`src/design/ipc_pkg.sv`:
```
package ipc_pkg;

    // Datapath width and fixed-point format (signed Q16.16)
    localparam int W         = 32;
    localparam int FRAC_BITS = 16;

    // Width of the gain * difference products and of the accumulator
    localparam int PROD_W = 2 * W + 2;
    localparam int ACC_W  = 2 * W + 4;

    // Configuration register indexes
    localparam int CFG_IDX_W = 3;
    localparam logic [CFG_IDX_W-1:0] REG_PROP_GAIN  = 3'd0;
    localparam logic [CFG_IDX_W-1:0] REG_INTEG_GAIN = 3'd1;
    localparam logic [CFG_IDX_W-1:0] REG_DERIV_GAIN = 3'd2;
    localparam logic [CFG_IDX_W-1:0] REG_OUT_MIN    = 3'd3;
    localparam logic [CFG_IDX_W-1:0] REG_OUT_MAX    = 3'd4;

    // Range limits of a W-bit signed value
    localparam logic signed [W-1:0] W_MAX = {1'b0, {(W-1){1'b1}}};
    localparam logic signed [W-1:0] W_MIN = {1'b1, {(W-1){1'b0}}};

    // Error differences for the three terms
    typedef struct packed {
        logic signed [W:0]   p_diff;   // e - e1
        logic signed [W:0]   i_sum;    // e + e1
        logic signed [W+1:0] d_diff;   // e - 2*e1 + e2
        logic signed [W-1:0] meas;
    } err_stage_t;

    // Exact products
    typedef struct packed {
        logic signed [PROD_W-1:0] p;
        logic signed [PROD_W-1:0] i;
        logic signed [PROD_W-1:0] d;
        logic signed [W-1:0]      meas;
    } prod_stage_t;

    // Saturated sum with overflow flag
    typedef struct packed {
        logic signed [W-1:0] value;
        logic                hit;
    } sat_stage_t;

endpackage

```
`src/design/ipc_clamp_stage.sv`:
```
module ipc_clamp_stage (
    input  logic                        clk,
    input  logic                        rst_n,
    input  logic signed [ipc_pkg::W-1:0] out_min,
    input  logic signed [ipc_pkg::W-1:0] out_max,
    input  logic                        in_valid,
    output logic                        in_ready,
    input  ipc_pkg::sat_stage_t         in_data,
    output logic                        out_valid,
    input  logic                        out_ready,
    output logic signed [ipc_pkg::W-1:0] drive,
    output logic                        clamped
);
    import ipc_pkg::*;

    logic                valid_reg;
    logic signed [W-1:0] drive_reg;
    logic signed [W-1:0] drive_next;
    logic                clamped_reg;
    logic                clamped_next;

    assign in_ready = !valid_reg || out_ready;

    // The lower-limit check comes first: when the limits cross, values below out_min give out_min, all others out_max
    always_comb
    begin
        priority if (in_data.value < out_min)
        begin
            drive_next   = out_min;
            clamped_next = 1'b1;
        end
        else if (in_data.value > out_max)
        begin
            drive_next   = out_max;
            clamped_next = 1'b1;
        end
        else
        begin
            drive_next   = in_data.value;
            clamped_next = in_data.hit;
        end
    end

    // Output register
    always_ff @(posedge clk or negedge rst_n)
    begin
        if (!rst_n)
        begin
            valid_reg <= 1'b0;
        end
        else if (in_ready)
        begin
            valid_reg <= in_valid;
        end
    end

    always_ff @(posedge clk)
    begin
        if (in_valid && in_ready)
        begin
            drive_reg   <= drive_next;
            clamped_reg <= clamped_next;
        end
    end

    assign out_valid = valid_reg;
    assign drive     = drive_reg;
    assign clamped   = clamped_reg;

endmodule
```
`config.mk`:
```
export PLATFORM = sky130hd
export DESIGN_NAME = ipc_clamp_stage
export DESIGN_NICKNAME = d
export VERILOG_FILES = /design/src/design/ipc_pkg.sv /design/src/design/ipc_clamp_stage.sv
export SDC_FILE = /design/constraint.sdc
export NUM_CORES = 1
export LEC_CHECK = 0
export BUFFER_PORTS_ARGS = -buffer_cell sky130_fd_sc_hd__buf_2
export CAP_MARGIN = 20
export CORE_ASPECT_RATIO = 1.25
export CORE_MARGIN = 5
export CORE_UTILIZATION = 49
export CTS_CLUSTER_SIZE = 24
export DETAILED_ROUTE_END_ITERATION = 10
export PLACE_DENSITY = 0.81
export SKIP_CTS_REPAIR_TIMING = 1
export SYNTH_ARGS = -nofsm -noshare
export SYNTH_HDL_FRONTEND = slang
export SYNTH_SLANG_ARGS = --single-unit
```
`constraint.sdc`:
```
create_clock -name clk -period 2.1 [get_ports clk]
set_input_delay 0.315 -clock clk [delete_from_list [all_inputs] [get_ports clk]]
set_output_delay 0.315 -clock clk [all_outputs]
set_load 0.005 [all_outputs]
```
# Word level (Yosys, flattened, before mapping)
# Index checks and enable logic that the tools add are counted.
[totals] reg_bits=34 out_inout_bits=35 wordCells=11
[op_classes] n_lt_le_gt_ge=2 muxes=2 reduce_logical=4
[ops] cell="$mux 32" n=2
[ops] cell="$gt 32x32->1" n=1
[ops] cell="$lt 32x32->1" n=1
[ops] cell="$reduce_or 2->1" n=1
[ops] cell="$logic_and 1x1->1" n=1
[ops] cell="$logic_not 1->1" n=1
[ops] cell="$logic_or 1x1->1" n=1

# Depth between registers and ports, before layout
[logic_depth] depth_word=3 mapped_depth=11

# Worst setup path after synthesis
# No wires, ideal clock.
[synth_path] path_kind="in2reg" start="input port out_min[9] in the netlist's numbering" end="register drive_reg[22] (netlist: drive[22]), data pin" setup_time_ns=0.274 t_arrival_ns=2.240 t_required_ns=1.826 setup_slack_ns=-0.414 stages=11 cell_sequence="inv_1 ha_1 a21o_1 a221o_1 a221o_1 o311ai_1 a21oi_1 buf_2 clkbuf_1 nor2_1 a31oi_1"
[synth_via] elab_chain_len=2
[synth_lines] item="start: declaration" line_no="ipc_clamp_stage.sv:4" rtl="input logic signed [ipc_pkg::W-1:0] out_min,"
[synth_lines] item="$lt 32x32->1" line_no="ipc_clamp_stage.sv:27" rtl="priority if (in_data.value < out_min)"
[synth_lines] item="$mux 32" line_no="ipc_clamp_stage.sv:27"
[synth_lines] item="net drive_next[22]" line_no="ipc_clamp_stage.sv:18" rtl="logic signed [W-1:0] drive_next;"
[synth_lines] item="end signal: assignment" line_no="ipc_clamp_stage.sv:61" rtl="drive_reg <= drive_next;"
[synth_lines] item="end: declaration" line_no="ipc_clamp_stage.sv:17" rtl="logic signed [W-1:0] drive_reg;"
# The timed path passes the listed nets, and every way through them passes these cells.
# A chain may end at the register's enable or synchronous reset.

# Final worst setup path
[layout_path] start="input port in_data[31] in the netlist's numbering" end="register drive_reg[20] (netlist: drive[20]), data pin"
[layout_via] elab_chain_len=3 elab_cells_between_ends=4
[layout_lines] item="start: declaration" line_no="ipc_clamp_stage.sv:8" rtl="input ipc_pkg::sat_stage_t in_data,"
[layout_lines] item="$gt 32x32->1" line_no="ipc_clamp_stage.sv:32" rtl="else if (in_data.value > out_max)"
[layout_lines] item="$mux 32" line_no="ipc_clamp_stage.sv:32"
[layout_lines] item="$mux 32 (*)" line_no="ipc_clamp_stage.sv:27"
[layout_lines] item="net drive_next[20]" line_no="ipc_clamp_stage.sv:18"
# Mark *: on every way through the listed nets, which the timed path passes. The rest lies on a longest branch.

==> results.tsv <==
stage	metric	value	unit
outcome	status	complete, but fails checks	
outcome	failed_checks	negative setup slack	
timing	slew_viol_final	0	
cts	numCtsBuffers	5	
floorplan	num_rows	34	
cells_and_area	drive_gt1_share	55.94	%
cells_and_area	final_area	0.006038	mm^2
placement	port_buffers	135	
yosys	synth_compound_area_share	20.62	%
yosys	synth_area	0.003392	mm^2
yosys	synth_ff_type	edfxtp_1	
placement	place_hpwl	8875	um
global_route	globalRoute.totalOverflow	0	
cts	clock-sinks	34	
yosys	synth_area_leader_cell	edfxtp_1	
cts	cts_tree	built	
timing	hold_slack	234.5	ps
routing	drc	0	
timing	setup_viol	33	
timing	period_share	119.6	%
routing	first_pass_iters	5	
hold_path	hold_path_class	in -> reg	
floorplan	die_w	84.42	um
cts	clkLatencyLatePin	290	ps
placement	gp_congestion	0.8914	
yosys	synth_top_area_share	29.21	%
critical_path	start_kind	input pin	
yosys	synthesis.instances	409	
power_and_ir_drop	powerDensity	489.2	mW/mm^2
cts	clockBufferDepth	2	
critical_path	path_class	in -> reg	
floorplan	initial_core_util	49.53	%
yosys	synth_nets	573	
timing	tns	-11120	ps
yosys	synthSimpleGateAreaFrac	16.16	%
yosys	synth_mux_area_share	0	%
timing	finClkSkew	6.223	ps
routing	vias	4377	
cells_and_area	fill_cells	305	
floorplan	die_h	103.0	um
global_route	grt_pass1_wl	17190	um
critical_path	critPathRequiredTime	2130	ps
yosys	seq_area_frac_synth	29.95	%
timing	worst_slew_pin_slew	457.9	ps
global_route	grt_usage	24.34	%
yosys	synthAdderAreaFrac	23.24	%
timing	hold_violations	0	
floorplan	pin_count	136	
critical_path	endpoint_kind	flop	
critical_path	critical_path_arrival	2540	ps
routing	drtIter0Drc	288	
global_route	grt_pass1_vias	3936	
timing	fin_crit	2511	ps
critical_path	crit_end	drive[20]	
yosys	synth-xor-area-share	0	%
floorplan	core	0.006849	mm^2
cells_and_area	seqCellArea	0.001016	mm^2
yosys	synth-warning-count	0	
yosys	synth_top_family_by_area	adder cells	
timing	slew_headroom	68.69	%
global_route	antenna_found_initial	1	
yosys	synthTopCellsByCount	67 x inv_1, 63 x ha_1, 40 x nand3_1	
yosys	netlist-cell-type-count	37	
critical_path	worst-path-max-fanout	8	
floorplan	die_area	0.008696	mm^2
yosys	synth_edf_count	33	
cells_and_area	num-nets-final	794	
critical_path	regToRegStartpoint	out_valid	
routing	avgViaCountPerCell	6.062	
power_and_ir_drop	p_leak	2.862	nW
routing	post_drt_wl_per_cell	20.75	um
run	cap_viol_max_count	0	
critical_path	r2r_cells	3	
cts	htreeDepth	2	
cts	clkTransAtPathRegs	70	ps
timing	fmax	398.2	MHz
cts	clockRootBuffer	clkbuf_8	
cells_and_area	multi_input_area	0.002750	mm^2
routing	wirelength	14980	um
cells_and_area	area_growth	78.02	%
critical_path	rrSetupSlack	710	ps
placement	dp.cells	689	
critical_path	worstSetupStartpoint	in_data[31]	
power_and_ir_drop	power	2.954	mW
critical_path	r2r_end	drive[3]	
routing	ant_nets	0	
yosys	synth_seq_cells	34	
cells_and_area	fin_cells	722	
yosys	synth_top_cells_by_area	edfxtp_1 29%, ha_1 23%, inv_1 7.4%, a31oi_1 5.9%, nand3_1 5.9%	
yosys	yosysMostFrequentCell	inv_1	
timing	rsz0062_at_grt	true	
cells_and_area	largest_register_ffs	32	
yosys	synth.avg_cell_area	8.293	um^2
yosys	async_reset_ff_share	2.941	%
placement	preCtsSetupSlack	-576.6	ps
timing	fin_ws	-411.1	ps
global_route	grt_max_degree	34	
cells_and_area	utilization	88.16	%
placement	placed_area	0.004987	mm^2
power_and_ir_drop	max-vdd-ir-drop	0.3850	mV
cell usage in the layout, fill, tap and decap left out, types with 6 or more instances in the layout:
cell,instances
nor2_1,11
inv_1,53
a21oi_1,17
nand3_2,23
clkbuf_8,6
ha_1,40
inv_2,6
edfxtp_1,33
a31oi_1,30
a21o_1,7
o21ai_0,7
ha_4,22
nor2_4,14
nand4_1,12
o21ai_2,8
buf_2,113
nor2_2,11
buf_6,32
nand2_1,11
buf_12,6
inv_4,7
clkbuf_16,6
nand3_1,17
o21ai_1,22
buf_4,72
cell families after synthesis:
group                    count (synthesis)
AND/OR/NAND/NOR                        113
flip-flops                              34
adder cells (fa/ha/maj)                 63
AO/OA/AOI/OAI                          113
buffers and inverters                   86
worst min path at each step:
stage / start / to / depth (start not counted)
6_report: in_valid / out_valid / 2
5_1_grt: in_valid / out_valid / 2
4_1_cts: rst_n / out_valid / 1
3_5_place_dp: rst_n / out_valid / 1
3_3_place_gp: rst_n / out_valid / 1
2_1_floorplan: rst_n / out_valid / 0
report_power, final:
group | switching, mW | leakage, nW | total, mW | internal, mW
Combinational | 0.795 | 2.49 | 1.55 | 0.755
Sequential | 0.0194 | 0.322 | 0.876 | 0.857
Clock | 0.262 | 0.0482 | 0.528 | 0.265
Total | 1.08 | 2.86 | 2.95 | 1.88
final cells by class:
type                            count  share of cell area (%)
Tap cell                           90                   1.865
Inverter                           67                   4.538
Sequential cell                    34                   16.83
Antenna cell                        1                 0.04144
Clock buffer                        7                   1.430
Timing Repair Buffer              233                   29.67
Clock inverter                      1                 0.08288
Multi-Input combinational cell    289                   45.55
per-layer routing:
layer / global-route usage (%) / up-vias / share of wire (%)
met3: 4.636 / 81 / 8.6
li1: - / 1941 / -
met5: 0 / - / 0
met4: 8.526 / 0 / 5.1
met2: 47.75 / 328 / 51
met1: 26.00 / 2027 / 35
worst max-delay path, stage by stage:
cell and delay, ps:
buf_4 130, ha_4 260, nand4_1 250, nor4_4 490
o41ai_4 170, and3b_2 290, buf_6 130, buf_6 130
o21ai_0 240, a31oi_1 140
Note: power is estimated with default switching activity, not from simulation.
