File: src/design/ipc_pkg.sv
package ipc_pkg;

    // Datapath width and fixed-point format (signed Q16.16)
    localparam int W         = 32;
    localparam int FRAC_BITS = 16;

    // Width of the gain * difference products and of the accumulator
    localparam int PROD_W = 2 * W + 2;
    localparam int ACC_W  = 2 * W + 4;

    // Configuration register indexes
    localparam int CFG_IDX_W = 3;
    localparam logic [CFG_IDX_W-1:0] REG_PROP_GAIN  = 3'd0;
    localparam logic [CFG_IDX_W-1:0] REG_INTEG_GAIN = 3'd1;
    localparam logic [CFG_IDX_W-1:0] REG_DERIV_GAIN = 3'd2;
    localparam logic [CFG_IDX_W-1:0] REG_OUT_MIN    = 3'd3;
    localparam logic [CFG_IDX_W-1:0] REG_OUT_MAX    = 3'd4;

    // Range limits of a W-bit signed value
    localparam logic signed [W-1:0] W_MAX = {1'b0, {(W-1){1'b1}}};
    localparam logic signed [W-1:0] W_MIN = {1'b1, {(W-1){1'b0}}};

    // Error differences for the three terms
    typedef struct packed {
        logic signed [W:0]   p_diff;   // e - e1
        logic signed [W:0]   i_sum;    // e + e1
        logic signed [W+1:0] d_diff;   // e - 2*e1 + e2
        logic signed [W-1:0] meas;
    } err_stage_t;

    // Exact products
    typedef struct packed {
        logic signed [PROD_W-1:0] p;
        logic signed [PROD_W-1:0] i;
        logic signed [PROD_W-1:0] d;
        logic signed [W-1:0]      meas;
    } prod_stage_t;

    // Saturated sum with overflow flag
    typedef struct packed {
        logic signed [W-1:0] value;
        logic                hit;
    } sat_stage_t;

endpackage

File: src/design/ipc_err_stage.sv
module ipc_err_stage (
    input  logic                        clk,
    input  logic                        rst_n,
    input  logic                        in_valid,
    output logic                        in_ready,
    input  logic signed [ipc_pkg::W-1:0] target,
    input  logic signed [ipc_pkg::W-1:0] measured,
    output logic                        out_valid,
    input  logic                        out_ready,
    output ipc_pkg::err_stage_t         out_data
);
    import ipc_pkg::*;

    logic                s0_valid_reg;
    logic signed [W-1:0] tgt_reg;
    logic signed [W-1:0] meas_reg;
    logic                s1_ready;
    logic                s1_valid_reg;
    err_stage_t          s1_data_reg;
    err_stage_t          s1_data_next;
    logic signed [W-1:0] prev_err_reg;
    logic signed [W-1:0] prev_prev_err_reg;
    logic signed [W:0]   diff_wide;
    logic signed [W-1:0] err;
    logic                s1_load;

    assign s1_ready = !s1_valid_reg || out_ready;
    assign in_ready = !s0_valid_reg || s1_ready;
    assign s1_load  = s0_valid_reg && s1_ready;

    // Input register
    always_ff @(posedge clk or negedge rst_n)
    begin
        if (!rst_n)
        begin
            s0_valid_reg <= 1'b0;
        end
        else if (in_ready)
        begin
            s0_valid_reg <= in_valid;
        end
    end

    always_ff @(posedge clk)
    begin
        if (in_valid && in_ready)
        begin
            tgt_reg  <= target;
            meas_reg <= measured;
        end
    end

    // Saturated error
    always_comb
    begin
        diff_wide = {tgt_reg[W-1], tgt_reg} - {meas_reg[W-1], meas_reg};
        if (diff_wide[W] != diff_wide[W-1])
        begin
            err = diff_wide[W] ? W_MIN : W_MAX;
        end
        else
        begin
            err = diff_wide[W-1:0];
        end
    end

    // Differences against the error history
    always_comb
    begin
        s1_data_next.p_diff = {err[W-1], err} - {prev_err_reg[W-1], prev_err_reg};
        s1_data_next.i_sum  = {err[W-1], err} + {prev_err_reg[W-1], prev_err_reg};
        s1_data_next.d_diff = {{2{err[W-1]}}, err}
                            - {prev_err_reg[W-1], prev_err_reg, 1'b0}
                            + {{2{prev_prev_err_reg[W-1]}}, prev_prev_err_reg};
        s1_data_next.meas   = meas_reg;
    end

    // Difference register and history shift
    always_ff @(posedge clk or negedge rst_n)
    begin
        if (!rst_n)
        begin
            s1_valid_reg      <= 1'b0;
            prev_err_reg      <= '0;
            prev_prev_err_reg <= '0;
        end
        else
        begin
            if (s1_ready)
            begin
                s1_valid_reg <= s0_valid_reg;
            end
            if (s1_load)
            begin
                prev_prev_err_reg <= prev_err_reg;
                prev_err_reg      <= err;
            end
        end
    end

    always_ff @(posedge clk)
    begin
        if (s1_load)
        begin
            s1_data_reg <= s1_data_next;
        end
    end

    assign out_valid = s1_valid_reg;
    assign out_data  = s1_data_reg;

endmodule

File: config.mk
export PLATFORM = sky130hd
export DESIGN_NAME = ipc_err_stage
export DESIGN_NICKNAME = d
export VERILOG_FILES = /design/src/design/ipc_pkg.sv /design/src/design/ipc_err_stage.sv
export SDC_FILE = /design/constraint.sdc
export NUM_CORES = 1
export LEC_CHECK = 0
export BUFFER_PORTS_ARGS = -buffer_cell sky130_fd_sc_hd__clkbuf_2
export CORE_ASPECT_RATIO = 1.4
export CORE_MARGIN = 2
export CORE_UTILIZATION = 59
export DETAILED_ROUTE_END_ITERATION = 10
export GPL_TIMING_DRIVEN = 0
export PLACE_DENSITY_LB_ADDON = 0.25
export RECOVER_POWER = 50
export SLEW_MARGIN = 20
export SYNTH_ARGS = -nofsm -noshare
export SYNTH_HDL_FRONTEND = slang
export SYNTH_SLANG_ARGS = --single-unit
export TNS_END_PERCENT = 30
File: constraint.sdc
create_clock -name clk -period 8.2 [get_ports clk]
set_input_delay 0.41 -clock clk [delete_from_list [all_inputs] [get_ports clk]]
set_output_delay 0.41 -clock clk [all_outputs]
set_load 0.1 [all_outputs]
# Word-level counts from Yosys, hierarchy flattened
# Cells that the tools add are included.
# op_classes
reduce_logical,6
muxes,2
addsub,5
n_eq_ne,1
# ops
op,n
subtractor 32 x 32 -> 33 bit,2
two-way mux 32 bit,2
adder 34 bit,1
subtractor 32 x 33 -> 34 bit,1
adder 32 x 32 -> 33 bit,1
logical AND 1 bit,2
logical NOT 1 bit,2
logical OR 1 bit,2
inequality test 1 bit,1
# word_totals
word_cells,24
input_bits,68
output_inout_bits,134
register_bits,262

# Logic depth before layout (Yosys ltp)
# Gate-level depths: netlist (run 1).
# logic_depth
ltp_word,5
ltp_mapped,28

# Least setup slack after synthesis (run 1)
# No wires, ideal clock.
# synth_path
kind,reg-to-reg
startpoint,register tgt_reg[5]
endpoint,"register s1_data_reg, in the netlist out_data[96] (data pin)"
stages_incl_launch_ff,25
slack_ps,1765
t_required_ps,7928
setup_ps,272
period_less_slack_ps,6435
arrival_time_ps,6163
n_path_buf,2
cell_sequence,edfxtp_1 > ha_1 > o21a_1 > o21ai_0 > a211oi_1 > o21ai_1 > a21oi_1 > nor3_1 > o31ai_1 > a2111oi_0 > or3_1 > ha_1 > nand2_1 > clkbuf_1 > o21ai_0 > ha_1 > buf_6 > or4_4 > a311oi_2 > o2111ai_2 > a2111oi_4 > o31ai_2 > o41ai_4 > mux2i_1 > o2111ai_1
# synth_lines
element,line,rtl
from (decl),ipc_err_stage.sv:15,logic signed [W-1:0] tgt_reg;
from (signal assigned),ipc_err_stage.sv:48,tgt_reg <= target;
to (signal assigned),ipc_err_stage.sv:105,s1_data_reg <= s1_data_next;
to (decl),ipc_err_stage.sv:19,err_stage_t s1_data_reg;

==> impl_metrics.ini, run 1 <==
[worst_setup_path]
rr_worst_depth = 25
cp.required_ns = 8.47
cp_data_arrival_time_ns = 8.13
start_kind = register
r2r_slack_ns = 0.34
cp-startpoint = meas_reg[1]$_DFFE_PP_
path_max_fanout = 10
critical_path_class = register to register
r2r_start = meas_reg[1]$_DFFE_PP_
worstReg2RegEnd = out_data[96]$_DFFE_PP_
crit_end = out_data[96]$_DFFE_PP_
endpoint_kind = register

[die]
core_sq_um = 26740
floorplan.die_area_sq_um = 28470
die_y_microns = 198.8
initial_utilization = 0.5983
die_x_microns = 143.2
fp-row-count = 71
ios = 202

[sta]
holdWs_ns = 0.03195
worstMarginPinSlew_ns = 2.560
finalCritPeriodShare = 0.9590
timing.fmax_ghz = 0.1272
setup_viol = 0
relSlewSlack = -0.7067
hold_viol_final = 0
drv_slew = 146
skew_ns = 0.02368
rsz0062_at_grt = no
period_minus_slack_ns = 7.864
fin_ws_ns = 0.3359

[logic_synthesis]
synth_edf_count = 195
synth_flop_cell = edfxtp_1
synth-seq-cells = 261
yosysUniqueCellTypes = 71
yosysSeqAreaShare = 0.4692
async_flop_share = 0.2529
synth_area_sq_um = 16000
yosys_warnings = 0
avgSynthCellArea_sq_um = 10.66
netlist_instances = 1501
synth_nets = 1735

[job]
maxCapViolations = 4

[layout]
largest_reg_flops = 131
instances_no_fill = 2120
final_cell_mix = 195 x edfxtp_1, 139 x inv_1, 131 x ha_1, 124 x clkbuf_2, 119 x clkbuf_1
nets = 1970
area_delta_synth_final_pct = 14.82
drive_gt1_frac = 0.1202
multi_input_area_sq_um = 7800
register_area_sq_um = 7507
final_common_cell = edfxtp_1
nFillCells = 2043
n_antenna_cell = 0

[grt]
grt_max_degree = 49
grt-ovfl-total = 0
grt_first_pass_wirelength_microns = 55790
grt_usage = 0.2468
antenna_found_initial = 0
grt_pass1_vias = 11310

[cts]
cts.clk_slew.worst_paths_ns = 0.07
clockRootBuffer = clkbuf_16
numCtsBuffers = 26
cts_tree = done
cts_setup_buffers = 0
cts_sinks = 261
clockBufferDepth = 3
ctsHtreeMaxLevel = 1
clk_latency_ns = 0.55

[place]
dp_cells = 2072
post-dp-hpwl_microns = 27140
dp_slack_ns = -0.1843
gp_congestion = 0.9039
port_buffers = 201

[detailed_routing]
vias = 11870
drc = 0
wl_microns = 35100
wl_per_cell_microns = 16.56
antenna_left = 0
drtIter0Drc = 531
firstDrtPassIters = 5
via_per_inst = 5.600

[hold_path]
hp-class = input pin to register

[status]
status = complete, but fails checks
violations = capacitance limit, slew limit
## critical path, cell delays in order, from the launching register on
cell,delay [ns]
edfxtp_1,0.43
inv_1,0.10
ha_1,0.22
nor2b_1,0.14
o31ai_1,0.31
a211oi_1,0.15
o21ai_1,0.30
a21oi_2,0.16
nor3_1,0.35
o31ai_1,0.20
a2111oi_0,0.57
or3_1,0.20
ha_1,0.26
nand2_1,0.32
clkbuf_1,0.43
o21ai_1,0.32
ha_1,0.36
buf_4,0.17
or4_4,0.55
a311oi_2,0.38
o2111ai_2,0.26
a2111oi_4,0.39
o31ai_2,0.19
o41ai_4,0.44
mux2i_1,0.23
o2111ai_1,0.12
## how the worst min path moves through the flow
stage                                                   to  cells after the start  slack (ns)                   start
after floorplan                      out_valid$_DFFE_PN0P_                      0        0.11                   rst_n
after global placement              out_data[30]$_DFFE_PP_                      0        0.43  meas_reg[30]$_DFFE_PP_
after detailed placement  prev_prev_err_reg[0]$_DFFE_PN0P_                      1        0.36                   rst_n
after CTS                             tgt_reg[1]$_DFFE_PP_                      1        0.02               target[1]
after global routing                  tgt_reg[1]$_DFFE_PP_                      1        0.02               target[1]
final                                 tgt_reg[4]$_DFFE_PP_                      1        0.03               target[4]
## Yosys cell counts (4+ instances only)
master     instances  area [sq um]
or3_1              7         43.79
o211ai_1           4         30.03
o31ai_1           15         112.6
a41oi_1            4         35.03
nand3_1           13         65.06
nand4_1           12         75.07
o21a_1            20         150.1
nand2_1          112         420.4
a21o_1            46         345.3
nor2_1           101         379.1
edfxtp_1         195          5856
xnor2_1           71         621.9
a21oi_1          111         555.5
and3_1            13         81.33
a31oi_1           10         62.56
a211oi_1          10         75.07
mux2_2            20         225.2
a21boi_0           4         30.03
or2_2              5         31.28
o21ai_1           10         50.05
o21ai_0           99         495.5
buf_1              4         15.01
nor2b_1           14         87.58
o22ai_1            4         25.02
a311oi_1           5         43.79
o31a_1            12         105.1
clkbuf_1          39         146.4
dfrtp_1           66          1652
nor3_1            27         135.1
ha_1             131          1639
nand2b_1          21         131.4
nor3b_1            5         37.54
o21bai_1          18         135.1
nor4_1             4         25.02
o311ai_0           5         43.79
and2_1             7         43.79
a2111oi_0          9         78.83
fa_1              35         700.7
inv_1            138         518.0
a221oi_1           4         35.03
a22oi_1            4         30.03
xor2_1            27         236.5
## repair_timing
item                                    CTS  global route
endpoints found under the setup margin    4            15
hold endpoints to repair                 18             0
hold buffers                              1             0
resized for setup                         2            14
## layout make-up
class                      count  area share
sequential                   261      0.4087
tap                          365     0.02486
timing repair buffer         207     0.05353
buffer                        46     0.01042
clock inverter                19     0.01192
inverter                     142     0.02902
clock buffer                  28     0.03698
multi-input combinational   1052      0.4246
## through the flow
stage                     setup TNS [ns]    util  instance area, sq um
final                                  0  0.6870                 18370
after global routing                   0  0.6870                 18370
after CTS                              0  0.6916                 18490
after detailed placement         -0.3547  0.6574                 17580
after global placement           -0.2381  0.6530                 17460
after floorplan                        0       -                 16000
## cells by family (layout without fill, tap and decap cells)
family | count (synthesis) | after routing | synth area share
flops | 261 | 261 | 0.4692
simple gates | 351 | 351 | 0.1027
buf+inv | 188 | 442 | 0.04505
compound gates | 415 | 415 | 0.1678
mux | 22 | 22 | 0.01533
fa+ha+maj | 166 | 166 | 0.1462
xor+xnor | 98 | 98 | 0.05365
## layer usage
layer,track usage,routed length (microns),vias up
met5,0,0,-
met4,0.08838,1133,0
met3,0.03202,2107,65
met2,0.4108,16600,375
met1,0.3331,15260,5583
li1,-,-,5848
Power of run 1 is not shown: default switching activity piles up to over one toggle a cycle in this logic, so the estimate is an artifact.
==> inputs of run 2 (changes only) <==
--- a/config.mk
+++ b/config.mk
@@ -12,7 +12,6 @@
 export DETAILED_ROUTE_END_ITERATION = 10
 export GPL_TIMING_DRIVEN = 0
 export PLACE_DENSITY_LB_ADDON = 0.25
-export RECOVER_POWER = 50
 export SLEW_MARGIN = 20
 export SYNTH_ARGS = -nofsm -noshare
 export SYNTH_HDL_FRONTEND = slang
==> run 2 against run 1 <==
Effect of this change:
- the flow now finishes without violations
- core utilization is 0.56 points higher
- global-route usage unchanged
- design area rose by 0.81%
- non-clock buffer count did not move
- setup slack gained 0.0022 ns
- sequential share of layout area decreased by 0.33 points
- fmax about the same
- critical path type unchanged
==> impl_metrics.ini, run 2 (synthesis gave the netlist of run 1 again) <==
[die]
core_sq_um = 26740
ios = 202
initial_utilization = 0.5983
die_y_microns = 198.8
fp-row-count = 71
floorplan.die_area_sq_um = 28470
die_x_microns = 143.2

[sta]
skew_ns = 0.02360
drv_slew = 0
relSlewSlack = 0.4804
rsz0062_at_grt = no
hold_viol_final = 0
holdWs_ns = 0.03196
setup_viol = 0
fin_ws_ns = 0.3381
finalCritPeriodShare = 0.9588
timing.fmax_ghz = 0.1272
period_minus_slack_ns = 7.862
worstMarginPinSlew_ns = 0.7728

[cts]
cts_sinks = 261
clockRootBuffer = clkbuf_16
clk_latency_ns = 0.55
numCtsBuffers = 26
ctsHtreeMaxLevel = 1
cts_setup_buffers = 0
cts.clk_slew.worst_paths_ns = 0.07
cts_tree = done
clockBufferDepth = 3

[worst_setup_path]
path_max_fanout = 10
cp.required_ns = 8.47
cp_top_family = compound AO/OA/AOI/OAI gates
endpoint_kind = register
crit_path_frequent_cell = ha_1
start_kind = register
crit_slowest_cell = a2111oi_0
path_buf_inv = 3
critical_path_class = register to register
cpPeakStageDelay_ns = 0.58
cp_data_arrival_time_ns = 8.13

[detailed_routing]
antenna_left = 0
firstDrtPassIters = 5
via_per_inst = 5.566
wl_microns = 34950
wl_per_cell_microns = 16.49
vias = 11800
drtIter0Drc = 500
drc = 0

[layout]
drive_gt1_frac = 0.1687
nFillCells = 2003
nets = 1970
largest_reg_flops = 131
final_common_cell = clkbuf_2
area_delta_synth_final_pct = 15.75
n_antenna_cell = 0
stdcell_area_sq_um = 18520
post-route-util = 0.6926
final_cell_mix = 203 x clkbuf_2, 195 x edfxtp_1, 138 x inv_1, 131 x ha_1, 112 x nand2_1

[job]
maxCapViolations = 0

[grt]
grt_max_degree = 49
antenna_found_initial = 0
grt_usage = 0.2468
grt_first_pass_wirelength_microns = 55790
grt_pass1_vias = 11310
grt-ovfl-total = 0

[place]
dp_slack_ns = -0.1843
post-dp-hpwl_microns = 27140
port_buffers = 201
postPlaceCellArea_sq_um = 17580
gp_congestion = 0.9039

[status]
status = complete, no violations

[hold_path]
hp-class = input pin to register
[run 2: path summary, 6_finish.rpt]
check                                            start                      endpoint  slack (ns)  depth (start not counted)
worst min register to register  meas_reg[21]$_DFFE_PP_        out_data[21]$_DFFE_PP_        0.43                          0
worst max-delay path             meas_reg[1]$_DFFE_PP_        out_data[96]$_DFFE_PP_        0.34                         25
min in group asynchronous                        rst_n   prev_err_reg[2]$_DFFE_PN0P_        0.33                          2
worst min-delay path                         target[4]          tgt_reg[4]$_DFFE_PP_        0.03                          1
max in group asynchronous                        rst_n  prev_err_reg[30]$_DFFE_PN0P_        7.30                          3
worst max register to register   meas_reg[1]$_DFFE_PP_        out_data[96]$_DFFE_PP_        0.34                         25
[run 2: stage by stage]
stage / TNS, ns / cells
floorplan: 0 / 1501
global placement: -0.2381 / 2067
detailed placement: -0.3547 / 2072
CTS: 0 / 2120
global route: 0 / 2120
finish: 0 / 2120
[run 2: cell type report]
type | instances | area (sq um) | area share
flip-flops and latches | 261 | 7507 | 0.4054
plain buffers | 46 | 195.2 | 0.01054
clock inverters | 19 | 219.0 | 0.01182
multi-input cells | 1052 | 7802 | 0.4213
well taps | 365 | 456.7 | 0.02466
repair buffers | 207 | 1126 | 0.06081
inverters | 142 | 533.0 | 0.02878
clock buffers | 28 | 679.4 | 0.03669
[run 2: layer usage]
metal / part of all wire / global-route usage
met1: 0.43 / 0.3331
met4: 0.034 / 0.08838
met2: 0.47 / 0.4108
met5: 0 / 0
met3: 0.062 / 0.03202
[run 2: repair_timing]
item,in CTS,in global routing
gates resized for setup,2,14
cloned,0,0
hold endpoints to repair,18,0
setup endpoints to repair,4,15
pin swaps,0,0
hold buffers,1,0
Power of run 2 is left out for the same reason.
