==> config.mk <==
export PLATFORM = sky130hd
export DESIGN_NAME = ipc_sum_stage
export DESIGN_NICKNAME = d
export VERILOG_FILES = /design/src/design/ipc_pkg.sv /design/src/design/ipc_sum_stage.sv
export SDC_FILE = /design/constraint.sdc
export NUM_CORES = 1
export LEC_CHECK = 0
export ABC_AREA = 1
export BUFFER_PORTS_ARGS = -buffer_cell sky130_fd_sc_hd__clkbuf_2
export CORE_MARGIN = 2
export CORE_UTILIZATION = 53
export CTS_BUF_LIST = sky130_fd_sc_hd__clkbuf_4 sky130_fd_sc_hd__clkbuf_8 sky130_fd_sc_hd__clkbuf_16
export DETAILED_ROUTE_END_ITERATION = 12
export GPL_TIMING_DRIVEN = 0
export PLACE_DENSITY_LB_ADDON = 0.1
export SETUP_SLACK_MARGIN = 0.5
export SYNTH_ARGS = -nofsm -noshare
export SYNTH_HDL_FRONTEND = slang
export SYNTH_SLANG_ARGS = --single-unit
export TNS_END_PERCENT = 5
==> constraint.sdc <==
create_clock -name clk -period 3.4 [get_ports clk]
set_clock_uncertainty 0.2 [all_clocks]
set_input_delay 0.68 -clock clk [delete_from_list [all_inputs] [get_ports clk]]
set_output_delay 0.68 -clock clk [all_outputs]
set_load 0.01 [all_outputs]
==> src/design/ipc_pkg.sv <==
package ipc_pkg;

    // Datapath width and fixed-point format (signed Q16.16)
    localparam int W         = 32;
    localparam int FRAC_BITS = 16;

    // Width of the gain * difference products and of the accumulator
    localparam int PROD_W = 2 * W + 2;
    localparam int ACC_W  = 2 * W + 4;

    // Configuration register indexes
    localparam int CFG_IDX_W = 3;
    localparam logic [CFG_IDX_W-1:0] REG_PROP_GAIN  = 3'd0;
    localparam logic [CFG_IDX_W-1:0] REG_INTEG_GAIN = 3'd1;
    localparam logic [CFG_IDX_W-1:0] REG_DERIV_GAIN = 3'd2;
    localparam logic [CFG_IDX_W-1:0] REG_OUT_MIN    = 3'd3;
    localparam logic [CFG_IDX_W-1:0] REG_OUT_MAX    = 3'd4;

    // Range limits of a W-bit signed value
    localparam logic signed [W-1:0] W_MAX = {1'b0, {(W-1){1'b1}}};
    localparam logic signed [W-1:0] W_MIN = {1'b1, {(W-1){1'b0}}};

    // Error differences for the three terms
    typedef struct packed {
        logic signed [W:0]   p_diff;   // e - e1
        logic signed [W:0]   i_sum;    // e + e1
        logic signed [W+1:0] d_diff;   // e - 2*e1 + e2
        logic signed [W-1:0] meas;
    } err_stage_t;

    // Exact products
    typedef struct packed {
        logic signed [PROD_W-1:0] p;
        logic signed [PROD_W-1:0] i;
        logic signed [PROD_W-1:0] d;
        logic signed [W-1:0]      meas;
    } prod_stage_t;

    // Saturated sum with overflow flag
    typedef struct packed {
        logic signed [W-1:0] value;
        logic                hit;
    } sat_stage_t;

endpackage

==> src/design/ipc_sum_stage.sv <==
module ipc_sum_stage (
    input  logic                   clk,
    input  logic                   rst_n,
    input  logic                   in_valid,
    output logic                   in_ready,
    input  ipc_pkg::prod_stage_t   in_data,
    output logic                   out_valid,
    input  logic                   out_ready,
    output ipc_pkg::sat_stage_t    out_data
);
    import ipc_pkg::*;

    logic                    part_valid_reg;
    logic signed [ACC_W-1:0] pi_reg;
    logic signed [ACC_W-1:0] dm_reg;
    logic signed [ACC_W-1:0] pi_next;
    logic signed [ACC_W-1:0] dm_next;
    logic signed [PROD_W-1:0] p_sh;
    logic signed [PROD_W-1:0] i_sh;
    logic signed [PROD_W-1:0] d_sh;
    logic                    part_ready;
    logic                    sat_valid_reg;
    sat_stage_t              sat_reg;
    sat_stage_t              sat_next;
    logic signed [ACC_W-1:0] total;

    assign part_ready = !sat_valid_reg || out_ready;
    assign in_ready   = !part_valid_reg || part_ready;

    // Scale products (floor) and form two partial sums
    always_comb
    begin
        p_sh    = in_data.p >>> FRAC_BITS;
        i_sh    = in_data.i >>> (FRAC_BITS + 1);
        d_sh    = in_data.d >>> FRAC_BITS;
        pi_next = ACC_W'(p_sh) + ACC_W'(i_sh);
        dm_next = ACC_W'(d_sh) + ACC_W'(in_data.meas);
    end

    always_ff @(posedge clk or negedge rst_n)
    begin
        if (!rst_n)
        begin
            part_valid_reg <= 1'b0;
        end
        else if (in_ready)
        begin
            part_valid_reg <= in_valid;
        end
    end

    always_ff @(posedge clk)
    begin
        if (in_valid && in_ready)
        begin
            pi_reg <= pi_next;
            dm_reg <= dm_next;
        end
    end

    // Final sum and saturation to W bits
    always_comb
    begin
        total = pi_reg + dm_reg;
        priority if (total > ACC_W'(W_MAX))
        begin
            sat_next.value = W_MAX;
            sat_next.hit   = 1'b1;
        end
        else if (total < ACC_W'(W_MIN))
        begin
            sat_next.value = W_MIN;
            sat_next.hit   = 1'b1;
        end
        else
        begin
            sat_next.value = total[W-1:0];
            sat_next.hit   = 1'b0;
        end
    end

    always_ff @(posedge clk or negedge rst_n)
    begin
        if (!rst_n)
        begin
            sat_valid_reg <= 1'b0;
        end
        else if (part_ready)
        begin
            sat_valid_reg <= part_valid_reg;
        end
    end

    always_ff @(posedge clk)
    begin
        if (part_valid_reg && part_ready)
        begin
            sat_reg <= sat_next;
        end
    end

    assign out_valid = sat_valid_reg;
    assign out_data  = sat_reg;

endmodule

==> After elaboration in Yosys (flattened, before gate mapping) <==
Index checks and enable logic that the tools add are counted.
{ "classes": {"add_sub_neg": 3, "order_cmp": 2, "muxes": 1, "n_reduce_logical": 6} }
{ "op_table": {"columns": ["op", "count"], "rows": [
  ["$add 68x68->68", 1],
  ["$gt 68x32->1 const B", 1],
  ["$lt 68x32->1 const B", 1],
  ["$add 50x32->51", 1],
  ["$add 50x49->51", 1],
  ["$mux 33", 1],
  ["$logic_and 1x1->1", 2],
  ["$logic_not 1->1", 2],
  ["$logic_or 1x1->1", 2]
]} }
{ "word_totals": {"reg_bits": 171, "inputBits": 234, "out_inout_bits": 35, "elab_cells": 18} }

==> Longest topological paths before layout <==
Gate-level depths: netlist (run 1).
{ "depth": {"depth_word": 4, "ltp_mapped": 21} }

==> Worst setup path before layout (run 1) <==
OpenSTA, ideal clock, no wires.
{ "synth_path": {"kind": "input -> register", "start": "input out_ready", "end": "register dm_reg[0], enable pin", "setup_time_ps": 456, "t_arrival_ps": 2943, "t_required_ps": 2744, "setup_slack_ps": -199, "stages": 4, "path_cell_list": "inv_1 -> nand3_1 -> nand2_1 -> inv_1"} }
{ "synth_via": {"elab_chain_len": 3} }
{ "synth_rtl": {"columns": ["item", "line_no", "text"], "rows": [
  ["start, declared", "ipc_sum_stage.sv:8", "input logic out_ready,"],
  ["$logic_or 1x1->1", "ipc_sum_stage.sv:27", "assign part_ready = !sat_valid_reg || out_ready;"],
  ["$logic_or 1x1->1", "ipc_sum_stage.sv:28", "assign in_ready = !part_valid_reg || part_ready;"],
  ["net in_ready", "ipc_sum_stage.sv:5", "output logic in_ready,"],
  ["$logic_and 1x1->1", "ipc_sum_stage.sv:54", "if (in_valid && in_ready)"],
  ["end signal, assigned", "ipc_sum_stage.sv:57", "dm_reg <= dm_next;"],
  ["end, declared", "ipc_sum_stage.sv:15", "logic signed [ACC_W-1:0] dm_reg;"]
]} }
The timed path passes the listed nets, and every way through them passes these cells.
A chain may end at the register's enable or synchronous reset.

==> Final worst setup path (run 1) <==
{ "layout_path": {"start": "input in_data[140] (netlist bit)", "end": "register pi_reg[66], data pin"} }
{ "layout_via": {"elab_chain_len": 1} }
{ "layout_rtl": {"columns": ["item", "line_no", "text"], "rows": [
  ["start, declared", "ipc_sum_stage.sv:6", "input ipc_pkg::prod_stage_t in_data,"],
  ["$add 50x49->51", "ipc_sum_stage.sv:36", "pi_next = ACC_W'(p_sh) + ACC_W'(i_sh);"],
  ["net pi_next[50]", "ipc_sum_stage.sv:16", "logic signed [ACC_W-1:0] pi_next;"],
  ["end signal, assigned", "ipc_sum_stage.sv:56", "pi_reg <= pi_next;"],
  ["end, declared", "ipc_sum_stage.sv:14", "logic signed [ACC_W-1:0] pi_reg;"]
]} }
The timed path passes the listed nets, and every way through them passes these cells.

==> out/metrics.csv, run 1 <==
metric;value;unit
status;complete, no violations;
met2_length;22530;µm
fin_crit;3063;ps
worstSetupPathType;in2reg;
drc_errors;0;
setup_violations;0;
routed_via_density;5.439;
worstHoldEndpoint;part_valid_reg$_DFFE_PN0N_;
final_hold_viol_count;0;
wl;48050;µm
min_period_over_period;90.08;%
start_util;53.80;%
top_layer;met4;
yosys.area.top_type;edfxtp_1;
endpoint_kind;register;
cts_made_buffers;17;
max-cap-violations;0;
port_buffers;219;
critPathLaunch;in_data[140];
pin_count;269;
min_from;in_valid;
dp_hpwl;39010;µm
antennaDiodeCount;0;
min_path_type;in2reg;
antenna_found_initial;0;
drt-pass1-iter-count;6;
fin_nets;2848;
clock_latency;440;ps
leakagePower;9.031;nW
met1Wirelength;20950;µm
ir_drop;0.0003936;V
synth_commonest_cells;703 x nand2_1, 340 x inv_1, 200 x nor2_1;
gp_congestion;0.9665;
drtIter0Drc;1180;
cts_tree;yes;
cp-start-kind;primary input;
clockBufferDepth;2;
ys_seq_area_share;27.54;%
synth_most_common_cell;nand2_1;
dieWidth;171.7;µm
routedWlPerCell;16.85;µm
cp.required;3340;ps
max_slew_margin;36.04;%
max_freq;326.5;MHz
grt_pass1_vias;14490;
grt-ovfl-total;0;
cp.arrival;3000;ps
synthCells;2180;
rsz0062_at_grt;true;
die_y;171.7;µm
async_flop_share;1.460;%
root_buffer;clkbuf_16;
reg2reg_to;out_data[27]$_SDFFCE_PN1P_;
clkTransAtPathRegs;60;ps
synth_fp_nets;2568;
fp.dieArea;29480;µm²
ys_types;46;
syn-cell-area;14900;µm²
worst-r2r-setup-slack;350;ps
holdPathStages;3;
grt_util_all_layers;31.90;%
synth_ff_type;edfxtp_1;
drive_gt1_share;22.40;%
synth_top_area_share;27.20;%
ant_nets;0;
core;27710;µm²
grt_max_degree;46;
worstPathMaxFanout;6;
tns;0;ps
synth_seq_cells;137;
cts_num_sinks;137;
via_count;15510;
syn_avg_cell_area;6.837;µm²
r2r-start;pi_reg[0]$_DFFE_PP_;
grt_pass1_wl;72130;µm
yosys_warnings;0;
rows;61;
synth.area.top_cells;edfxtp_1 27%, nand2_1 18%, ha_1 13%;
slew_viol_final;0;
power;9.110;mW
area_delta_synth_final;25.07;%
dr_wl_met3;2995;µm
power_density;488.7;nW/µm²
worstMarginPinSlew;957.3;ps
htree_levels;4;
synth-edff-count;135;
r2r_cells;19;
[worst max path at each step]
stage / endpoint / cells past startpoint
after floorplan: dm_reg[0]$_DFFE_PP_ / 4
after global placement: dm_reg[45]$_DFFE_PP_ / 11
after detailed placement: dm_reg[45]$_DFFE_PP_ / 11
after CTS: pi_reg[47]$_DFFE_PP_ / 13
after global routing: out_data[27]$_SDFFCE_PN1P_ / 20
final: pi_reg[66]$_DFFE_PP_ / 14
[worst max-delay path: stages]
cell and delay [ps]:
clkbuf_2 80, ha_1 380, nand2_1 100, nand2_1 100, a31oi_2 230, o21ai_0 150
a31oi_1 350, nand3_2 240, a21oi_2 230, o21bai_1 100, nand2_1 90, nand2_1 50
nand2_1 60, nand2_1 140
[metal layers]
metal | vias up | track usage, %
met5 | - | 0
li1 | 7693 | -
met3 | 101 | 2.554
met1 | 7109 | 42.62
met4 | 0 | 12.75
met2 | 604 | 53.52
[power breakdown]
group / leakage [nW] / total, mW / internal [mW] / switching [mW]
Sequential: 1.30 / 2.45 / 2.29 / 0.165
Combinational: 7.46 / 4.87 / 1.87 / 3.00
Clock: 0.275 / 1.79 / 0.974 / 0.814
[layout make-up]
cell class | count | area, µm²
clock inverters | 15 | 150.1
flip-flops and latches | 137 | 4104
inverters | 348 | 1323
multi-input cells | 1689 | 10650
repair buffers | 261 | 1453
plain buffers | 6 | 67.56
clock buffers | 17 | 425.4
well taps | 378 | 473.0
fillers | 2387 | 9065
[kinds of logic after synthesis]
| kind of cell | after synthesis | synth area share (%) |
|---|---|---|
| adders and majority gates | 154 | 13.08 |
| DFF | 137 | 27.54 |
| buffers and inverters | 354 | 9.218 |
| AOI/OAI and AO/OA | 329 | 12.85 |
| xor gates and xnor gates | 124 | 7.287 |
| and+or+nand+nor | 1082 | 30.03 |
[timing repair]
item | in CTS | in global routing
pin swaps | 34 | 53
resized for setup | 86 | 171
endpoints found under the setup margin | 66 | 85
hold buffers | 1 | 0
cloned | 4 | 2
hold endpoints to repair | 2 | 0
buffers inserted | 15 | 18
[stage by stage]
stage	hold slack [ps]	area (µm²)	instances	setup slack (ps)	util [%]
after floorplan	184.4	14960	2180	426.7	-
after global placement	265.2	16520	2777	-459.0	59.64
after detailed placement	267.1	16580	2779	-444.3	59.83
after CTS	272.7	17790	2831	315.6	64.22
after global routing	323.1	18640	2851	239.3	67.28
final	294.7	18640	2851	337.2	67.28
[cells in the final DEF (no fill, tap or decap), drive strengths merged, types with 4 or more instances in the layout]
master / n
a211oi: 4
a21boi: 12
a21o: 18
a21oi: 133
a31oi: 32
and3: 4
buf: 47
clkbuf: 236
clkinvlp: 4
edfxtp: 135
ha: 151
inv: 356
nand2: 712
nand3: 68
nand3b: 10
nand4: 26
nor2: 220
nor3: 30
nor4: 5
o211ai: 4
o21a: 7
o21ai: 83
o21bai: 18
o221ai: 5
xnor2: 40
xor2: 84
(Power assumes the default switching activity.)
==> run 2: changes to the inputs <==
==> constraint.sdc (replaced) <==
create_clock -name clk -period 3.4 [get_ports clk]
set_clock_uncertainty 0.2 [all_clocks]
set_input_delay 0.34 -clock clk [delete_from_list [all_inputs] [get_ports clk]]
set_output_delay 0.34 -clock clk [all_outputs]
set_load 0.01 [all_outputs]
==> run 2 against run 1 <==
  * Critical endpoint is now out_data[4]$_SDFFCE_PN1P_
  * Global-route usage is 0.99 points lower
  * Non-clock buffer count is 13 lower
  * Critical path type is now reg2reg
  * Fmax is 1.1% lower
  * Largest cell class unchanged
  * Via count is 2.4% lower
  * Sequential power hardly changed
  * Core utilization is 2.0 points lower
  * Highest routed layer unchanged
==> out/metrics.csv, run 2 (same netlist as run 1, synthesis figures left out) <==
metric;value;unit
hold_slack;8.509;ps
cp.arrival;3080;ps
leakagePower;8.911;nW
power_density;497.0;nW/µm²
cp_top_family;simple AND/OR/NAND/NOR gates;
cp.required;3380;ps
worstMarginPinSlew;929.5;ps
pin_count;269;
final_hold_viol_count;0;
slew_viol_final;0;
dp_hpwl;38570;µm
worstSetupPathType;reg2reg;
gp_congestion;0.9875;
antennaDiodeCount;0;
crit_top_cell;nand2_1;
crit_slowest_cell;edfxtp_1;
dieWidth;171.7;µm
grt_max_degree;48;
cts_made_buffers;17;
cp_cell_sequence;ha_4, nand2_1, nor2_2, nand2_1, o21bai_1, nand2_1, nand2_1, nand3_1, nand2_1, nand2_1, nand4_1, nor2_2, nand3_2, nand2_4, buf_6, nand2_1;
cts_num_sinks;137;
cp-start-kind;register;
clockBufferDepth;2;
fin_nets;2835;
routedWlPerCell;16.32;µm
min_period_over_period;91.09;%
die_y;171.7;µm
setup_ws;303.0;ps
root_buffer;clkbuf_16;
ant_nets;0;
worstPathMaxFanout;7;
grt_pass1_wl;69750;µm
ir_drop;0.0004195;V
drtIter0Drc;1039;
setup_violations;0;
max_freq;322.9;MHz
status;complete, no violations;
start_util;53.80;%
cts_tree;yes;
max-cap-violations;0;
clock_latency;440;ps
endpoint_kind;register;
antenna_found_initial;0;
final_cell_mix;675 x nand2_1, 337 x inv_1, 219 x clkbuf_2;
grt_util_all_layers;30.91;%
fp.dieArea;29480;µm²
grt_pass1_vias;13880;
clkTransAtPathRegs;70;ps
post-place-ws;-133.6;ps
rsz0062_at_grt;true;
drc_errors;0;
cp_slowest_stage_delay;430;ps
fin_crit;3097;ps
via_count;15140;
area_delta_synth_final;21.29;%
core;27710;µm²
routed_via_density;5.336;
port_buffers;219;
n_fill_cell;2551;
wl;46290;µm
cp_num_buf_inv;1;
drive_gt1_share;18.30;%
max_slew_margin;37.90;%
grt-ovfl-total;0;
rows;61;
final_common_cell;nand2_1;
htree_levels;4;
power;8.984;mW
drt-pass1-iter-count;9;
min_path_type;in2reg;
## run 2: changes by cell type in the layout (fill, tap and decap cells not counted), sizes merged
| cell | change |
|---|---|
| clkinv | -1 |
| buf | -14 |
| clkinvlp | -3 |
| dlygate4sd3 | +1 |
| bufinv | +4 |
| inv | -1 |
## run 2: final timing paths
kind	startpoint	end	slack [ps]	depth (start not counted)
worst max-delay path	dm_reg[7]$_DFFE_PP_	out_data[4]$_SDFFCE_PN1P_	300	16
worst min-delay path	in_data[180]	pi_reg[0]$_DFFE_PP_	9	2
worst max register to register	dm_reg[7]$_DFFE_PP_	out_data[4]$_SDFFCE_PN1P_	300	16
worst min register to register	part_valid_reg$_DFFE_PN0N_	out_valid$_DFFE_PN0P_	320	2
max in group asynchronous	rst_n	part_valid_reg$_DFFE_PN0N_	2880	2
min in group asynchronous	rst_n	out_valid$_DFFE_PN0P_	30	2
## run 2: per-stage QoR
stage / TNS, ps / utilization, % / cell area, µm² / cells
2_1_floorplan: 0 / - / 14910 / 2180
3_3_place_gp: -274.4 / 59.47 / 16480 / 2777
3_5_place_dp: -460.1 / 59.66 / 16530 / 2779
4_1_cts: 0 / 62.69 / 17370 / 2823
5_1_grt: 0 / 65.25 / 18080 / 2837
6_report: 0 / 65.25 / 18080 / 2837
## run 2: where the power goes
part | leakage [nW] | internal (mW) | total, mW | switching, mW
sequential | 1.30 | 2.28 | 2.43 | 0.145
combinational | 7.30 | 1.71 | 4.57 | 2.86
clock | 0.311 | 1.24 | 1.99 | 0.744
total | 8.91 | 5.23 | 8.98 | 3.75
## run 2: what timing repair did
| action | CTS | global route |
|---|---|---|
| setup endpoints to repair | 39 | 59 |
| hold buffers | 2 | 0 |
| buffers inserted | 8 | 12 |
| pin swaps | 14 | 25 |
| resized for setup | 28 | 126 |
| cloned | 3 | 2 |
| hold endpoints to repair | 3 | 0 |
## run 2: cell type report
class	count	area [µm²]	area share (%)
Buffer	6	67.56	0.3738
Clock inverter	14	207.7	1.149
Tap cell	378	473.0	2.616
Sequential cell	137	4104	22.70
Inverter	348	1310	7.247
Timing Repair Buffer	248	1359	7.517
Clock buffer	17	425.4	2.353
Multi-Input combinational cell	1689	10130	56.04
## run 2: metal layers
| metal | share of wire [%] | routed length, µm | track usage, % |
|---|---|---|---|
| met5 | 0 | 0 | 0 |
| met4 | 3.6 | 1683 | 12.05 |
| met3 | 6.6 | 3041 | 3.636 |
| met2 | 46 | 21090 | 50.11 |
| met1 | 44 | 20480 | 42.12 |
==> run 3: changes to the inputs <==
--- a/config.mk
+++ b/config.mk
@@ -10,10 +10,10 @@
 export CORE_MARGIN = 2
 export CORE_UTILIZATION = 53
 export CTS_BUF_LIST = sky130_fd_sc_hd__clkbuf_4 sky130_fd_sc_hd__clkbuf_8 sky130_fd_sc_hd__clkbuf_16
+export CTS_CLUSTER_SIZE = 16
 export DETAILED_ROUTE_END_ITERATION = 12
 export GPL_TIMING_DRIVEN = 0
 export PLACE_DENSITY_LB_ADDON = 0.1
-export SETUP_SLACK_MARGIN = 0.5
 export SYNTH_ARGS = -nofsm -noshare
 export SYNTH_HDL_FRONTEND = slang
 export SYNTH_SLANG_ARGS = --single-unit
==> run 3 against run 2 <==
  * Sequential share of layout area increased by 1.2 points
  * Clock-buffer cell count did not move
  * Combinational power shrank 10%
  * Critical endpoint is now out_data[30]$_SDFFCE_PN1P_
==> out/metrics.csv, run 3 (same netlist as run 1, synthesis figures left out) <==
metric;value;unit
min_period_over_period;94.17;%
drt-pass1-iter-count;6;
dp.cells;2778;
post-place-ws;-222.1;ps
placed_area;16510;µm²
endpoint_kind;register;
dp_hpwl;38790;µm
power_frac_comb;49.6;%
critPathLaunch;dm_reg[5]$_DFFE_PP_;
fin_crit;3202;ps
port_buffers;219;
start_util;53.80;%
leakagePower;8.701;nW
grt-ovfl-total;0;
routedWlPerCell;15.89;µm
antennaDiodeCount;0;
n_fill_cell;2577;
area_delta_synth_final;15.35;%
p_int;4.734;mW
setup_violations;0;
final_cell_mix;700 x nand2_1, 339 x inv_1, 219 x clkbuf_2;
grt_pass1_wl;69660;µm
worstPathMaxFanout;10;
fin_cells;2815;
setup_ws;198.1;ps
slew_viol_final;0;
worstMarginPinSlew;916.8;ps
cp_num_buf_inv;1;
rows;61;
ir_drop;0.0003779;V
cp.depth;17;
final_common_cell;nand2_1;
min_path_type;in2reg;
crit_top_cell;nand2_1;
gp_congestion;0.9753;
cp.required;3380;ps
cts_made_buffers;17;
crit_slowest_cell;edfxtp_1;
pwr-share-seq;28.6;%
switching_share;42.88;%
fp.dieArea;29480;µm²
cp-start-kind;register;
holdPathStages;2;
power_density;482.0;nW/µm²
dieWidth;171.7;µm
wl;44740;µm
clock_latency;440;ps
worstSetupPathType;reg2reg;
via_count;14980;
max_slew_margin;38.74;%
final_hold_viol_count;0;
grt_max_degree;83;
grt_util_all_layers;30.82;%
min_from;in_data[180];
r2r-start;dm_reg[5]$_DFFE_PP_;
cp_cell_sequence;ha_1, nand2_1, nor2_1, nand2_1, nand2_1, nand2_1, nand3b_1, nand3_1, nand3_1, nand2_2, nor2_1, nand2_1, nor2_2, nand3_2, nand2_4, buf_6, nand2_1;
fin_nets;2812;
cp_slowest_stage_delay;400;ps
clkTransAtPathRegs;70;ps
status;complete, no violations;
seqCellArea;4104;µm²
drive_gt1_share;13.42;%
die_y;171.7;µm
fin_area;17190;µm²
cp.arrival;3180;ps
p_sw;3.553;mW
multi_input_area;9489;µm²
cp_top_family;simple AND/OR/NAND/NOR gates;
p_clk_share;21.8;%
cts_num_sinks;137;
core;27710;µm²
ant_nets;0;
root_buffer;clkbuf_16;
grt_pass1_vias;14030;
cts_tree;yes;
max-cap-violations;0;
max_freq;312.3;MHz
clockBufferDepth;2;
r2r_cells;17;
drtIter0Drc;941;
pin_count;269;
htree_levels;4;
routed_via_density;5.321;
drc_errors;0;
antenna_found_initial;0;
run 3: stage by stage:
| step | hold WS (ps) | setup TNS [ps] | util, % | power [mW] |
|---|---|---|---|---|
| CTS | 2.690 | 0 | 61.82 | 8.202 |
| detailed placement | -73.95 | -448.4 | 59.61 | 6.385 |
| global placement | -74.60 | -57560 | 59.46 | 6.341 |
| global route | 13.03 | -0.2254 | 62.06 | 8.885 |
| floorplan | -155.6 | 0 | - | 5.222 |
| finish | 15.31 | 0 | 62.06 | 8.287 |
run 3: path summary, 6_finish.rpt:
path / to / slack (ps)
max: out_data[30]$_SDFFCE_PN1P_ / 200
min in group asynchronous: part_valid_reg$_DFFE_PN0N_ / 50
max in group asynchronous: out_valid$_DFFE_PN0P_ / 2860
min reg2reg: out_valid$_DFFE_PN0P_ / 330
min: pi_reg[0]$_DFFE_PP_ / 20
max reg2reg: out_data[30]$_SDFFCE_PN1P_ / 200
run 3: repair_timing:
item | in CTS | in global routing
setup endpoints to repair | 0 | 32
hold buffers | 3 | 0
resized for setup | 0 | 16
setup buffers | 0 | 2
hold endpoints to repair | 4 | 0
run 3: routing by layer:
metal	vias up	track usage [%]	wire, µm
met4	0	13.01	1870
met2	550	49.90	19720
li1	7631	-	-
met3	108	3.175	2705
met1	6690	41.96	20450
met5	-	0	0
run 3: power by group through the flow:
stage / combinational [mW] / clock, mW / sequential (mW)
floorplan: 2.79 / 0 / 2.43
global placement: 3.94 / 0 / 2.40
detailed placement: 3.98 / 0 / 2.40
CTS: 4.01 / 1.82 / 2.37
global route: 4.60 / 1.89 / 2.40
finish: 4.11 / 1.81 / 2.37
run 3: final cells by class:
type / instances / area share [%]
timing repair buffer: 225 / 6.797
clock inverter: 15 / 0.9097
tap: 378 / 2.751
inverter: 348 / 7.612
buffer: 6 / 0.3930
sequential: 137 / 23.87
multi-input combinational: 1689 / 55.19
clock buffer: 17 / 2.474
run 3: worst reg2reg max path, delay by kind of cell, from the launching register on:
kind	cells	cell delay (ps)
fa+ha+maj	1	390
buf+inv	1	160
flops	1	400
simple gates	15	1800
